===== config.mk =====
export PLATFORM = sky130hd
export DESIGN_NAME = modbus_response_sniffer
export DESIGN_NICKNAME = d
export VERILOG_FILES = /design/src/rtl/msniff_pkg.sv /design/src/rtl/msniff_store.sv /design/src/rtl/msniff_frame.sv /design/src/rtl/msniff_emit.sv /design/src/rtl/modbus_response_sniffer.sv
export SDC_FILE = /design/constraint.sdc
export NUM_CORES = 1
export LEC_CHECK = 0
export BUFFER_PORTS_ARGS = -buffer_cell sky130_fd_sc_hd__buf_2
export CAP_MARGIN = 40
export CORE_AREA = 2 2 311 313
export CTS_BUF_LIST = sky130_fd_sc_hd__clkbuf_2 sky130_fd_sc_hd__clkbuf_4 sky130_fd_sc_hd__clkbuf_8
export DETAILED_ROUTE_END_ITERATION = 10
export DIE_AREA = 0 0 313 315
export GPL_TIMING_DRIVEN = 0
export PLACE_DENSITY = 0.46
export SKIP_LAST_GASP = 1
export SYNTH_ARGS = -nofsm -noshare
export SYNTH_HDL_FRONTEND = slang
export SYNTH_HIERARCHICAL = 1
export SYNTH_SLANG_ARGS = --single-unit

===== constraint.sdc =====
create_clock -name aclk -period 3 [get_ports aclk]
set_input_delay 0.6 -clock aclk [delete_from_list [all_inputs] [get_ports aclk]]
set_output_delay 0.6 -clock aclk [all_outputs]
set_load 0.005 [all_outputs]

===== src/rtl/msniff_pkg.sv =====
// types and constants of the modbus read-response sniffer
// no dependencies
package msniff_pkg;

    localparam int WIDX_W = 5;

    localparam logic [7:0] FUNC_READ_HOLDING = 8'h03;
    localparam logic [7:0] BYTES_BANK0 = 8'h0C;
    localparam logic [7:0] BYTES_BANK1 = 8'h20;
    localparam logic [7:0] BYTES_BANK2 = 8'h02;
    localparam logic [7:0] BYTES_BANK3 = 8'h2C;

    localparam logic [WIDX_W-1:0] LAST_IDX_BANK0 = 5'd5;
    localparam logic [WIDX_W-1:0] LAST_IDX_BANK1 = 5'd15;
    localparam logic [WIDX_W-1:0] LAST_IDX_BANK2 = 5'd0;
    localparam logic [WIDX_W-1:0] LAST_IDX_BANK3 = 5'd21;

    localparam logic [7:0] RESET_SLAVE_ADDRESS = 8'd1;
    localparam logic [15:0] RESET_HEADER_LIMIT = 16'd50;
    localparam logic [15:0] RESET_PAYLOAD_LIMIT = 16'd100;

    localparam logic [15:0] TICKS_MAX = 16'hFFFF;

    localparam logic MODE_BYTE = 1'b0;
    localparam logic MODE_TICK = 1'b1;

    typedef enum logic [1:0] {
        REG_SLAVE_ADDRESS = 2'd0,
        REG_HEADER_LIMIT  = 2'd1,
        REG_PAYLOAD_LIMIT = 2'd2
    } reg_index_t;

    typedef enum logic [1:0] {
        BANK_SIX    = 2'd0,
        BANK_SIXTEEN = 2'd1,
        BANK_ONE    = 2'd2,
        BANK_WIDE   = 2'd3
    } bank_t;

    typedef enum logic [1:0] {
        PH_HUNT    = 2'd0,
        PH_HEADER  = 2'd1,
        PH_PAYLOAD = 2'd2
    } phase_t;

    typedef enum logic [1:0] {
        EM_IDLE = 2'd0,
        EM_READ = 2'd1,
        EM_SHOW = 2'd2
    } em_state_t;

    typedef struct packed {
        logic       mode;
        logic [7:0] rx_byte;
        logic       write_pending;
    } in_beat_t;

    typedef struct packed {
        bank_t             bank;
        logic [WIDX_W-1:0] word_index;
        logic [15:0]       word_value;
        logic              last;
        logic              write_grant;
    } out_beat_t;

    typedef struct packed {
        logic [7:0]  slave_address;
        logic [15:0] header_limit;
        logic [15:0] payload_limit;
    } cfg_t;

    typedef struct packed {
        logic              valid;
        bank_t             bank;
        logic [WIDX_W-1:0] last_index;
        logic              grant;
    } emit_req_t;

endpackage


===== src/rtl/msniff_store.sv =====
// payload byte store: even and odd byte memories, one registered word read
// depends on msniff_pkg
module msniff_store
    import msniff_pkg::*;
#(
    parameter int BUFFER_BYTES = 64
) (
    input  logic                            aclk,
    input  logic                            wr_en,
    input  logic [$clog2(BUFFER_BYTES)-1:0] wr_addr,
    input  logic [7:0]                      wr_data,
    input  logic                            rd_en,
    input  logic [$clog2(BUFFER_BYTES)-2:0] rd_addr,
    output logic [15:0]                     rd_data
);

    localparam int ADDR_W = $clog2(BUFFER_BYTES);
    localparam int WORDS = (BUFFER_BYTES + 1) / 2;

    logic [7:0] even_mem [WORDS];
    logic [7:0] odd_mem [WORDS];
    logic [7:0] hi_reg;
    logic [7:0] lo_reg;

    always_ff @(posedge aclk) begin
        if (wr_en && !wr_addr[0]) begin
            even_mem[wr_addr[ADDR_W-1:1]] <= wr_data;
        end
        if (wr_en && wr_addr[0]) begin
            odd_mem[wr_addr[ADDR_W-1:1]] <= wr_data;
        end
    end

    always_ff @(posedge aclk) begin
        if (rd_en) begin
            hi_reg <= even_mem[rd_addr];
            lo_reg <= odd_mem[rd_addr];
        end
    end

    assign rd_data = {hi_reg, lo_reg};

endmodule


===== src/rtl/msniff_frame.sv =====
// frame tracker: address hunt, header, payload, tick timeouts, store writes
// depends on msniff_pkg
module msniff_frame
    import msniff_pkg::*;
#(
    parameter int BUFFER_BYTES = 64
) (
    input  logic                            aclk,
    input  logic                            aresetn,
    input  logic                            beat_ok,
    input  in_beat_t                        in_data,
    input  cfg_t                            cfg,
    output logic                            wr_en,
    output logic [$clog2(BUFFER_BYTES)-1:0] wr_addr,
    output logic [7:0]                      wr_data,
    output emit_req_t                       emit_req
);

    localparam int ADDR_W = $clog2(BUFFER_BYTES);
    localparam int CNT_W = $clog2(BUFFER_BYTES + 1);

    phase_t           phase_reg, phase_next;
    logic [7:0]       code_reg, code_next;
    logic [CNT_W-1:0] expected_reg, expected_next;
    logic [CNT_W-1:0] count_reg, count_next;
    logic [15:0]      ticks_reg, ticks_next;

    logic [15:0]      ticks_inc;
    logic [CNT_W-1:0] count_inc;
    logic             too_big;

    assign ticks_inc = (ticks_reg == TICKS_MAX) ? ticks_reg : ticks_reg + 16'd1;
    assign count_inc = count_reg + CNT_W'(1);
    assign too_big = {1'b0, in_data.rx_byte} > 9'(BUFFER_BYTES);

    always_ff @(posedge aclk) begin
        if (!aresetn) begin
            phase_reg <= PH_HUNT;
            code_reg <= '0;
            expected_reg <= '0;
            count_reg <= '0;
            ticks_reg <= '0;
        end else begin
            phase_reg <= phase_next;
            code_reg <= code_next;
            expected_reg <= expected_next;
            count_reg <= count_next;
            ticks_reg <= ticks_next;
        end
    end

    always_comb begin
        phase_next = phase_reg;
        code_next = code_reg;
        expected_next = expected_reg;
        count_next = count_reg;
        ticks_next = ticks_reg;
        wr_en = 1'b0;
        wr_addr = count_reg[ADDR_W-1:0];
        wr_data = in_data.rx_byte;
        emit_req = '0;

        if (beat_ok && in_data.mode == MODE_TICK) begin
            unique case (phase_reg)
                PH_HEADER, PH_PAYLOAD: begin
                    ticks_next = ticks_inc;
                    if (ticks_inc > ((phase_reg == PH_HEADER) ? cfg.header_limit
                                                              : cfg.payload_limit)) begin
                        phase_next = PH_HUNT;
                        count_next = '0;
                        ticks_next = '0;
                    end
                end
                default: begin
                end
            endcase
        end else if (beat_ok && in_data.mode == MODE_BYTE) begin
            unique case (phase_reg)
                PH_HEADER: begin
                    if (count_reg == '0) begin
                        code_next = in_data.rx_byte;
                        count_next = CNT_W'(1);
                    end else if (code_reg != FUNC_READ_HOLDING || too_big) begin
                        phase_next = PH_HUNT;
                        count_next = '0;
                        ticks_next = '0;
                    end else begin
                        expected_next = CNT_W'(in_data.rx_byte);
                        count_next = '0;
                        ticks_next = '0;
                        phase_next = (in_data.rx_byte == 8'd0) ? PH_HUNT : PH_PAYLOAD;
                    end
                end
                PH_PAYLOAD: begin
                    wr_en = 1'b1;
                    if (count_inc < expected_reg) begin
                        count_next = count_inc;
                    end else begin
                        phase_next = PH_HUNT;
                        count_next = '0;
                        ticks_next = '0;
                        if (expected_reg == CNT_W'(BYTES_BANK0)) begin
                            emit_req = '{valid: 1'b1, bank: BANK_SIX,
                                         last_index: LAST_IDX_BANK0, grant: 1'b0};
                        end else if (expected_reg == CNT_W'(BYTES_BANK1)) begin
                            emit_req = '{valid: 1'b1, bank: BANK_SIXTEEN,
                                         last_index: LAST_IDX_BANK1, grant: 1'b0};
                        end else if (expected_reg == CNT_W'(BYTES_BANK2)) begin
                            emit_req = '{valid: 1'b1, bank: BANK_ONE,
                                         last_index: LAST_IDX_BANK2, grant: 1'b0};
                        end else if (expected_reg == CNT_W'(BYTES_BANK3)) begin
                            emit_req = '{valid: 1'b1, bank: BANK_WIDE,
                                         last_index: LAST_IDX_BANK3,
                                         grant: in_data.write_pending};
                        end
                    end
                end
                default: begin
                    phase_next = PH_HUNT;
                    if (in_data.rx_byte == cfg.slave_address) begin
                        phase_next = PH_HEADER;
                        count_next = '0;
                        ticks_next = '0;
                    end
                end
            endcase
        end
    end

endmodule


===== src/rtl/msniff_emit.sv =====
// word sequencer: reads the store one word at a time and presents result beats
// depends on msniff_pkg
module msniff_emit
    import msniff_pkg::*;
#(
    parameter int BUFFER_BYTES = 64
) (
    input  logic                            aclk,
    input  logic                            aresetn,
    input  emit_req_t                       req,
    output logic                            rd_en,
    output logic [$clog2(BUFFER_BYTES)-2:0] rd_addr,
    input  logic [15:0]                     rd_data,
    output logic                            m_valid,
    input  logic                            m_ready,
    output out_beat_t                       m_data,
    output logic                            busy
);

    localparam int WADDR_W = $clog2(BUFFER_BYTES) - 1;

    em_state_t         state_reg, state_next;
    logic [WIDX_W-1:0] idx_reg, idx_next;
    logic [WIDX_W-1:0] last_idx_reg, last_idx_next;
    bank_t             bank_reg, bank_next;
    logic              grant_reg, grant_next;
    logic              is_last;

    assign is_last = idx_reg == last_idx_reg;

    always_ff @(posedge aclk) begin
        if (!aresetn) begin
            state_reg <= EM_IDLE;
        end else begin
            state_reg <= state_next;
        end
    end

    always_ff @(posedge aclk) begin
        idx_reg <= idx_next;
        last_idx_reg <= last_idx_next;
        bank_reg <= bank_next;
        grant_reg <= grant_next;
    end

    always_comb begin
        state_next = state_reg;
        idx_next = idx_reg;
        last_idx_next = last_idx_reg;
        bank_next = bank_reg;
        grant_next = grant_reg;
        rd_en = 1'b0;
        rd_addr = WADDR_W'(idx_reg);
        m_valid = 1'b0;
        unique case (state_reg)
            EM_IDLE: begin
                if (req.valid) begin
                    state_next = EM_READ;
                    idx_next = '0;
                    last_idx_next = req.last_index;
                    bank_next = req.bank;
                    grant_next = req.grant;
                end
            end
            EM_READ: begin
                rd_en = 1'b1;
                state_next = EM_SHOW;
            end
            EM_SHOW: begin
                m_valid = 1'b1;
                if (m_ready) begin
                    if (is_last) begin
                        state_next = EM_IDLE;
                    end else begin
                        idx_next = idx_reg + WIDX_W'(1);
                        state_next = EM_READ;
                    end
                end
            end
            default: begin
                state_next = EM_IDLE;
            end
        endcase
    end

    assign busy = state_reg != EM_IDLE;

    assign m_data = '{bank: bank_reg, word_index: idx_reg, word_value: rd_data,
                      last: is_last, write_grant: is_last && grant_reg};

endmodule


===== src/rtl/modbus_response_sniffer.sv =====
// Modbus RTU read-response sniffer. Each input beat (a received byte or a
// millisecond tick) is accepted while no word run is in progress.
// A completed 12, 32, 2 or 44 byte payload releases 6, 16, 1 or 22 result
// beats; each word is one read of the payload memory and then a wait in
// the output register until it is taken, and s_ready stays low until the
// last word of the run is taken. The payload memory needs no clearing
// pass. Configuration writes are taken in any cycle. Depends on msniff_pkg
// and the msniff_* submodules.
module modbus_response_sniffer
    import msniff_pkg::*;
#(
    parameter int BUFFER_BYTES = 64
) (
    input  logic        aclk,
    input  logic        aresetn,
    input  logic        s_valid,
    output logic        s_ready,
    input  in_beat_t    s_data,
    output logic        m_valid,
    input  logic        m_ready,
    output out_beat_t   m_data,
    input  logic        cfg_valid,
    output logic        cfg_ready,
    input  logic [1:0]  cfg_index,
    input  logic [15:0] cfg_data
);

    localparam int ADDR_W = $clog2(BUFFER_BYTES);

    cfg_t              cfg_reg;
    logic              busy;
    logic              wr_en;
    logic [ADDR_W-1:0] wr_addr;
    logic [7:0]        wr_data;
    logic              rd_en;
    logic [ADDR_W-2:0] rd_addr;
    logic [15:0]       rd_data;
    emit_req_t         emit_req;

    assign cfg_ready = 1'b1;
    assign s_ready = !busy;

    always_ff @(posedge aclk) begin
        if (!aresetn) begin
            cfg_reg <= '{slave_address: RESET_SLAVE_ADDRESS,
                         header_limit: RESET_HEADER_LIMIT,
                         payload_limit: RESET_PAYLOAD_LIMIT};
        end else if (cfg_valid && cfg_ready) begin
            unique case (cfg_index)
                REG_SLAVE_ADDRESS: cfg_reg.slave_address <= cfg_data[7:0];
                REG_HEADER_LIMIT:  cfg_reg.header_limit <= cfg_data;
                REG_PAYLOAD_LIMIT: cfg_reg.payload_limit <= cfg_data;
                default: begin
                end
            endcase
        end
    end

    msniff_frame #(.BUFFER_BYTES(BUFFER_BYTES)) u_frame (
        .aclk     (aclk),
        .aresetn  (aresetn),
        .beat_ok  (s_valid && s_ready),
        .in_data  (s_data),
        .cfg      (cfg_reg),
        .wr_en    (wr_en),
        .wr_addr  (wr_addr),
        .wr_data  (wr_data),
        .emit_req (emit_req)
    );

    msniff_store #(.BUFFER_BYTES(BUFFER_BYTES)) u_store (
        .aclk    (aclk),
        .wr_en   (wr_en),
        .wr_addr (wr_addr),
        .wr_data (wr_data),
        .rd_en   (rd_en),
        .rd_addr (rd_addr),
        .rd_data (rd_data)
    );

    msniff_emit #(.BUFFER_BYTES(BUFFER_BYTES)) u_emit (
        .aclk    (aclk),
        .aresetn (aresetn),
        .req     (emit_req),
        .rd_en   (rd_en),
        .rd_addr (rd_addr),
        .rd_data (rd_data),
        .m_valid (m_valid),
        .m_ready (m_ready),
        .m_data  (m_data),
        .busy    (busy)
    );

endmodule


======== Word level (Yosys, flattened, before mapping) ========
Memory sizes are Yosys's and may differ from the RTL's. A register that Yosys moved wholly into a read port is not among the register bits.
Index checks and enable logic that the tools add are counted.
cells by class
  multiplexer cells ....................... 53
  add/subtract/negate cells ............... 3
  equal/unequal tests ..................... 21
  shifts and indexed selects .............. 0
  $lt $le $gt $ge ......................... 3
  multiply operators ...................... 0
  divide/modulo/power cells ............... 0
  bitwise gates (word level) .............. 7
  reduce and logical (&&, ||, !) cells .... 34
operator list
  cell                                                           count
  2-to-1 mux 16 bit                                              9
  2-to-1 mux 9 bit                                               8
  2-to-1 mux 7 bit                                               6
  case mux 16 bit (2 select lines)                               1
  2-to-1 mux 2 bit                                               10
  adder 16 x 1 -> 16 bit, second input constant                  1
  == test 16 bit, second input constant                          1
  greater-than comparator 16 bit                                 1
  2-to-1 mux 5 bit                                               3
  AND reduction 5 bit                                            3
  == test 7 x 6 -> 1 bit, second input constant                  2
  case mux 7 bit (2 select lines)                                1
  2-to-1 mux 1 bit                                               12
  AND reduction 4 bit                                            3
  inequality test 2 bit, second input constant                   5
  case mux 5 bit (2 select lines)                                1
  AND reduction 2 bit                                            5
  == test 8 bit                                                  1
  greater-than comparator 8 x 7 -> 1 bit, second input constant  1
  zero test 8 bit                                                1
  inequality test 8 x 2 -> 1 bit, second input constant          1
  OR reduction 8 bit                                             1
  adder 7 x 1 -> 7 bit, second input constant                    1
  == test 7 x 2 -> 1 bit, second input constant                  1
  other kinds (22)                                               42
word-level totals
  latch bits .............................. 0
  memory bits (writable) .................. 512
  register bits ........................... 95
  bits of input ports ..................... 33
  logic and storage cells ................. 139
  memory bits (read-only) ................. 0
  memories ................................ 2
  output and inout port bits .............. 28
memory list
  memory            depth  width  read ports  clocked after memory_dff  write ports  RTL line            RTL
  u_store.even_mem  32     8      1           1                         1            msniff_store.sv:20  logic [7:0] even_mem [WORDS];
  u_store.odd_mem   32     8      1           1                         1            msniff_store.sv:21  logic [7:0] odd_mem [WORDS];

======== Depth between registers and ports, before layout ========
Gate-level depths: netlist of the first run.
  depth after elaboration ................. 11
  mapped depth ............................ 15
  gate-level depth less buffers ........... 13

======== Modules after synthesis ========
Netlist of the first run, hierarchy kept.
by module, submodules not included
  module                   seq. area each (um2)  cells each  times used  area an instance (um2)
  msniff_store             15855.2               1188        1           20865.0
  msniff_frame             800.8                 406         1           3271.9
  modbus_response_sniffer  800.8                 159         1           1571.5
  msniff_emit              430.4                 71          1           835.8

======== Worst setup path before layout of the first run ========
Ideal clock, no wire load.
  path type ............................... register to register
  start point ............................. register u_frame.ticks_reg[8]
  end point ............................... register u_frame.phase_reg[1]
  path slack .............................. -0.100 ns
  path buffers ............................ 3
  required time ........................... 2.928 ns
  arrival ................................. 3.028 ns
  stages on the path, launching flop included .. 15
  setup time .............................. 0.072 ns
  clock period less this slack ............ 3.100 ns
  cell sequence ........................... dfxtp_1 buf_2 and4_1 buf_2 nand2_1 nor4_1 mux2_2 ha_1 nand4_1 nor4_1 a21boi_1 o41ai_2 buf_4 nor3_2 mux2i_1
between the ends
  word-level cells in the longest chain between the ends .. 5
  elaborated cells on any way between the ends .. 6
  classes of those cells .................. add/sub: 1; order compare: 1; eq/ne: 2; mux: 1; reduce/logical: 1
RTL lines
  item                                                             RTL line            RTL
  start, declared                                                  msniff_frame.sv:26  logic [15:0] ticks_reg, ticks_next;
  start signal, assigned                                           msniff_frame.sv:48  ticks_reg <= ticks_next;
  adder 16 x 1 -> 16 bit / == test 16 bit (equally long branches)  msniff_frame.sv:32  assign ticks_inc = (ticks_reg == TICKS_MAX) ? ticks_reg : ticks_reg + 16'd1;
  2-to-1 mux 16 bit *                                              msniff_frame.sv:32
  greater-than comparator 16 bit *                                 msniff_frame.sv:67  if (ticks_inc > ((phase_reg == PH_HEADER) ? cfg.header_limit
  inequality test 2 bit (no source line) *                         -
  AND reduction 5 bit (no source line) *                           -
  end signal, assigned                                             msniff_frame.sv:44  phase_reg <= phase_next;
  end, declared                                                    msniff_frame.sv:22  phase_t phase_reg, phase_next;
Mark *: on every way between the ends. The rest lies on a longest branch, timed or not.
A chain may end at the register's enable or synchronous reset.

======== Worst setup path in the final report of the first run ========
  start point ............................. register u_frame.ticks_reg[0]
  end point ............................... register u_frame.ticks_reg[9]
between the ends
  word-level cells in the longest chain between the ends .. 6
  elaborated cells on any way between the ends .. 7
  classes of those cells .................. add/sub: 1; order compare: 1; eq/ne: 1; mux: 4
RTL lines
  item                                                             RTL line            RTL
  adder 16 x 1 -> 16 bit / == test 16 bit (equally long branches)  msniff_frame.sv:32
  2-to-1 mux 16 bit *                                              msniff_frame.sv:32
  greater-than comparator 16 bit                                   msniff_frame.sv:67
  2-to-1 mux 16 bit *                                              msniff_frame.sv:67
  2-to-1 mux 16 bit *                                              msniff_frame.sv:64  unique case (phase_reg)
  2-to-1 mux 16 bit *                                              msniff_frame.sv:63  if (beat_ok && in_data.mode == MODE_TICK) begin
Mark *: on every way between the ends. The rest lies on a longest branch, timed or not. The select of a mux whose other input is x is not followed.

==> summary.md, run 1 <==
| Metric | Value |
|---|---|
| First-pass GRT wire length | 108000 um |
| Final hold viol count | 0 |
| Setup TNS | -5.12 ns |
| Number of remaining DRC errors | 0 |
| Die W | 313 um |
| H-tree depth | 3 |
| Mapped Cells | 1824 |
| Status | complete, but fails checks |
| Crit. End Element | flip-flop |
| DR WL/cell | 21.6 um |
| Relative slew margins | 37.7% |
| CTS Buf Count | 106 |
| Post-synth EDFFs | 541 |
| Top Layer Used | met4 |
| Die Ht | 315 um |
| Metal2 WL | 34700 um |
| Clock latency at the later pin of the worst-skew pair | 0.72 ns |
| Required time of the worst setup path | 3.64 ns |
| Clock transition at path regs | 0.06 ns |
| Post-synth top area share | 61.2% |
| Hold_buf cts | 0 |
| Synthesis-to-finish area growth | 20.9% |
| PwrDens | 544 mW/mm^2 |
| Routed WL | 73700 um |
| Synth Area in Simple Gates | 7.96% |
| Worst VDD drop | 0.000362 V |
| Initial antenna violation count | 1 |
| Layout cells sized above 1 | 26.5% |
| Final-report setup violation count | 25 |
| Global route overflow | 0 |
| Hold_sp | cfg_data[10] |
| 1st-iter DRT viols | 968 |
| GRT Resource Usage Total | 14.7% |
| Critical Path Source Type | flip-flop |
| WL met1 | 33700 um |
| Worst-Margin Slew | 0.935 ns |
| Lkg Pwr | 10.5 nW |
| Clock Skew | 0.0563 ns |
| Crit Path Max Fanout | 8 |
| Synth async-reset ratio | 0% |
| Syn_area_per_cell | 14.6 sq um |
| CTS tree | built |
| Root buffer cell | clkbuf_8 |
| Routed Antenna Nets | 0 |
| Io pins | 61 |
| Most frequent cells in the layout | edfxtp_1 (541), mux2i_1 (319), nand2_1 (136), clkbuf_8 (113), buf_4 (102) |
| Initial core utilization | 27.7% |
| Post-synth net total | 1885 |
| Core Area | 0.0957 sq mm |
| Placement Rows | 114 |
| Unrepaired setup endpoints after global routing | true |
| Fin worst setup slack | -0.267 ns |
| Post-Synth XOR/XNOR Area | 0.924% |
| Overall Power | 17.5 mW |
| Commonest non-fill, non-tap cell in the layout | edfxtp_1 |
| FF+latch count, synth | 623 |
| Netlist cell types | 72 |
| Area post-placement | 0.0286 sq mm |
| Finished Core Util | 33.5% |
| Setup crit start | u_frame/ticks_reg[0] |
| Largest net degree at the start of global routing | 65 |
| DRT Pass-1 Iters | 5 |
| WP data arrival | 3.91 ns |
| Post-synthesis mux area share | 12.4% |
| Max-slew violations | 0 |
| Post-synth top area cell | edfxtp_1 |
| Vias/cell | 4.70 |
| Largest family of logic cells by synthesized area | multiplexers |
| Final min period | 3.27 ns |
| Post-synth top flop | edfxtp_1 |
| Routed vias | 16000 |
| Post-synthesis adder-cell area fraction | 1.32% |
| Final Instance Area | 0.0321 sq mm |
| Post-placement setup slack | -1.01 ns |
| Synth area leaders | edfxtp_1 (61%), mux2i_1 (12%), dfxtp_1 (6.2%), nand2_1 (2.1%), a22oi_1 (1.8%) |
| NumNets Final | 2106 |
| Final GP Congestion | 0.796 |
| Die footprint | 0.0986 sq mm |
| Crit path kind | flip-flop to flip-flop |
| RR Startpoint | u_frame/ticks_reg[0] |
| Synth Warn # | 6 |
| HP Class | input port to flip-flop |
| Hold WS | 0.143 ns |
| Tcrit/Tclk final | 109% |
| Clock Sinks | 623 |
| Routed wire length on met3 | 3120 um |
| PortBufs | 59 |
| Complex-gate fraction of the synthesized area | 5.87% |
| Violated checks | negative setup slack |
| Hpwl dp | 47200 um |
| Vias in the first global route | 16200 |
| Max-Cap Viols | 0 |
| Sequential area share after synthesis | 67.4% |
| Max frequency | 0.306 GHz |
| Non-Filler Instances | 3406 |
| Mapped Area | 0.0265 sq mm |
| CTS max path bufs | 3 |
| Fillers | 9281 |
| Total placed cells including tap cells | 3160 |
-- cell type report --
| class | instances | area (sq um) | area share, % |
|---|---|---|---|
| flip-flops and latches | 623 | 17900 | 55.8 |
| multi-input cells | 1038 | 8470 | 26.4 |
| clock buffers | 154 | 1860 | 5.80 |
| well taps | 1276 | 1600 | 4.97 |
| plain buffers | 137 | 1040 | 3.24 |
| repair buffers | 114 | 841 | 2.62 |
| clock inverters | 38 | 272 | 0.846 |
| inverters | 25 | 93.8 | 0.292 |
| diodes | 1 | 2.50 | 0.00780 |
-- Yosys cell counts, types with 31 or more instances --
library cell / n
nor2_1: 102
nand3_1: 55
a22oi_1: 64
nand2_1: 145
mux2i_1: 324
buf_4: 61
a22o_1: 32
edfxtp_1: 541
a21oi_1: 40
dfxtp_1: 82
nand4_1: 31
clkbuf_1: 31
-- cells by family after synthesis --
kind of cell    count (synthesis)
mux                           329
compound gates                218
simple gates                  434
fa+ha+maj                      28
flops                         623
xor+xnor                       28
other cells                     1
buf+inv                       163
-- worst max-delay path, cell delays in order (launching register included) --
cell	delay, ns
dfxtp_2	0.36
ha_4	0.15
and4_4	0.24
and2_4	0.16
nand4_1	0.12
mux2_4	0.36
ha_4	0.25
nand4_1	0.14
o22ai_1	0.09
a211o_1	0.32
o41ai_4	0.40
buf_6	0.23
buf_8	0.14
nand2_2	0.06
o22ai_2	0.17
-- metal layers --
layer  vias up  track usage [%]
met5         -                0
met4         0             4.78
met3       131             2.36
met2       382             24.2
met1      8097             19.8
li1       7382                -
-- worst paths after layout --
| kind | end | slack (ns) | cells past startpoint |
|---|---|---|---|
| worst min register to register | cfg_reg[22] | 0.46 | 2 |
| worst max-delay path | u_frame/ticks_reg[9] | -0.27 | 14 |
| worst min-delay path | cfg_reg[10] | 0.14 | 3 |
| worst max register to register | u_frame/ticks_reg[9] | -0.27 | 14 |
-- repair_timing --
item,CTS,global route
resized for setup,175,45
setup endpoints to repair,529,306
buffers inserted,33,19
gates cloned,0,1
pin swaps,20,24
-- where the power goes --
part           switching, mW  total, mW  internal, mW
combinational          0.266      0.358        0.0921
sequential            0.0135       9.43          9.42
clock                   3.50       7.68          4.18
total                   3.78       17.5          13.7
No activity file was read; power rests on OpenSTA's default activity.
==> run 2: changes to the inputs <==
SKIP_CTS_REPAIR_TIMING = 1   (was not set)
==> summary.md, run 2 (synthesized netlist as in run 1, its figures left out) <==
| Metric | Value |
|---|---|
| Status | complete, but fails checks |
| Violated checks | negative setup slack |
| Max-Cap Viols | 0 |
| PwrDens | 551 mW/mm^2 |
| CTS tree | built |
| Final hold viol count | 0 |
| Max-slew violations | 0 |
| Final GP Congestion | 0.796 |
| HP Class | input port to flip-flop |
| Setup crit start | u_frame/ticks_reg[8] |
| Vias in the first global route | 15800 |
| 1st-iter DRT viols | 973 |
| Final-report setup violation count | 25 |
| Worst VDD drop | 0.000363 V |
| CTS Buf Count | 106 |
| Worst-Margin Slew | 0.931 ns |
| DRT Pass-1 Iters | 5 |
| Vias/cell | 4.69 |
| First-pass GRT wire length | 106000 um |
| Hold_sp | cfg_data[10] |
| Max frequency | 0.307 GHz |
| Clock Sinks | 623 |
| Unrepaired setup endpoints after global routing | true |
| Terminus of the critical flop-to-flop path | u_frame/ticks_reg[6] |
| Setup TNS | -4.84 ns |
| Required time of the worst setup path | 3.64 ns |
| Clock latency at the later pin of the worst-skew pair | 0.72 ns |
| WP data arrival | 3.90 ns |
| Clock Skew | 0.0578 ns |
| Synthesis-to-finish area growth | 19.4% |
| Die footprint | 0.0986 sq mm |
| Clock transition at path regs | 0.06 ns |
| Layout cells sized above 1 | 24.8% |
| Crit Path Max Fanout | 6 |
| Fin worst setup slack | -0.253 ns |
| Crit path kind | flip-flop to flip-flop |
| Number of remaining DRC errors | 0 |
| Die W | 313 um |
| Critical Path Source Type | flip-flop |
| Relative slew margins | 37.9% |
| Crit path capture | u_frame/ticks_reg[6] |
| Lkg Pwr | 10.3 nW |
| Routed vias | 15800 |
| Routed WL | 73100 um |
| DR WL/cell | 21.7 um |
| Cells on worst reg2reg path | 15 |
| Most frequent cells in the layout | edfxtp_1 (541), mux2i_1 (320), nand2_1 (137), clkbuf_8 (113), buf_2 (81) |
| H-tree depth | 3 |
| Routed Antenna Nets | 0 |
| CTS max path bufs | 3 |
| Hpwl dp | 47200 um |
| Io pins | 61 |
| PortBufs | 59 |
| Commonest non-fill, non-tap cell in the layout | edfxtp_1 |
| Tcrit/Tclk final | 108% |
| Flop-to-flop setup slack | -0.25 ns |
| Final min period | 3.25 ns |
| Global route overflow | 0 |
| Initial core utilization | 27.7% |
| Post-placement setup slack | -1.01 ns |
| Largest net degree at the start of global routing | 65 |
| Placement Rows | 114 |
| Crit. End Element | flip-flop |
| RR Startpoint | u_frame/ticks_reg[8] |
| GRT Resource Usage Total | 14.6% |
| Root buffer cell | clkbuf_8 |
| Core Area | 0.0957 sq mm |
| Die Ht | 315 um |
| NumNets Final | 2076 |
| Initial antenna violation count | 1 |
[run 2: changes by cell type in the layout (fill, tap and decap cells not counted), sizes merged]
cell  before  now
buf      220  190
[run 2: final cells by class]
type                       instances  area [sq um]
fill                            9330         64000
sequential                       623         17900
multi-input combinational       1038          8390
clock buffer                     154          1860
tap                             1276          1600
buffer                           138          1030
timing repair buffer              83           536
clock inverter                    38           272
inverter                          25          93.8
antenna                            1          2.50
[run 2: worst min path at each step]
| stage | to | slack (ns) | cells after the start |
|---|---|---|---|
| 6_report | cfg_reg[10] | 0.15 | 3 |
| 5_1_grt | cfg_reg[15] | 0.09 | 3 |
| 4_1_cts | cfg_reg[31] | 0.07 | 3 |
| 3_5_place_dp | cfg_reg[4] | 0.45 | 2 |
| 3_3_place_gp | cfg_reg[16] | 0.44 | 2 |
| 2_1_floorplan | cfg_reg[16] | 0.43 | 2 |
[run 2: through the flow]
stage	util [%]	area, sq um	power [mW]	hold WS, ns	cells
detailed placement	29.9	28600	9.96	0.449	3160
floorplan	-	26700	9.78	0.431	1824
global placement	29.9	28600	9.95	0.440	3159
finish	33.1	31700	17.5	0.148	3376
CTS	32.1	30700	17.7	0.0706	3352
global route	33.1	31700	18.1	0.0888	3376
[run 2: critical path, cell delays in order (launching register included)]
cell and delay, ns:
dfxtp_2 0.32, buf_6 0.10, and4_1 0.18, buf_6 0.13, nand4_1 0.21, buf_6 0.21, mux2_4 0.32, ha_4 0.22
nor2b_4 0.12, o211ai_1 0.24, a21boi_2 0.11, o41ai_4 0.43, buf_6 0.22, clkbuf_16 0.16, nand2_4 0.04, o22ai_2 0.15
[run 2: where the power goes]
part,total (mW),switching [mW],internal (mW)
clock network,7.67,3.50,4.18
registers,9.43,0.0132,9.42
logic,0.352,0.264,0.0881
[run 2: metal layers]
layer | vias up | part of all wire, % | track usage, %
met3 | 118 | 4.2 | 2.53
met2 | 369 | 47 | 23.7
met1 | 8000 | 46 | 19.6
met5 | - | 0 | 0
li1 | 7330 | - | -
met4 | 0 | 2.7 | 5.09
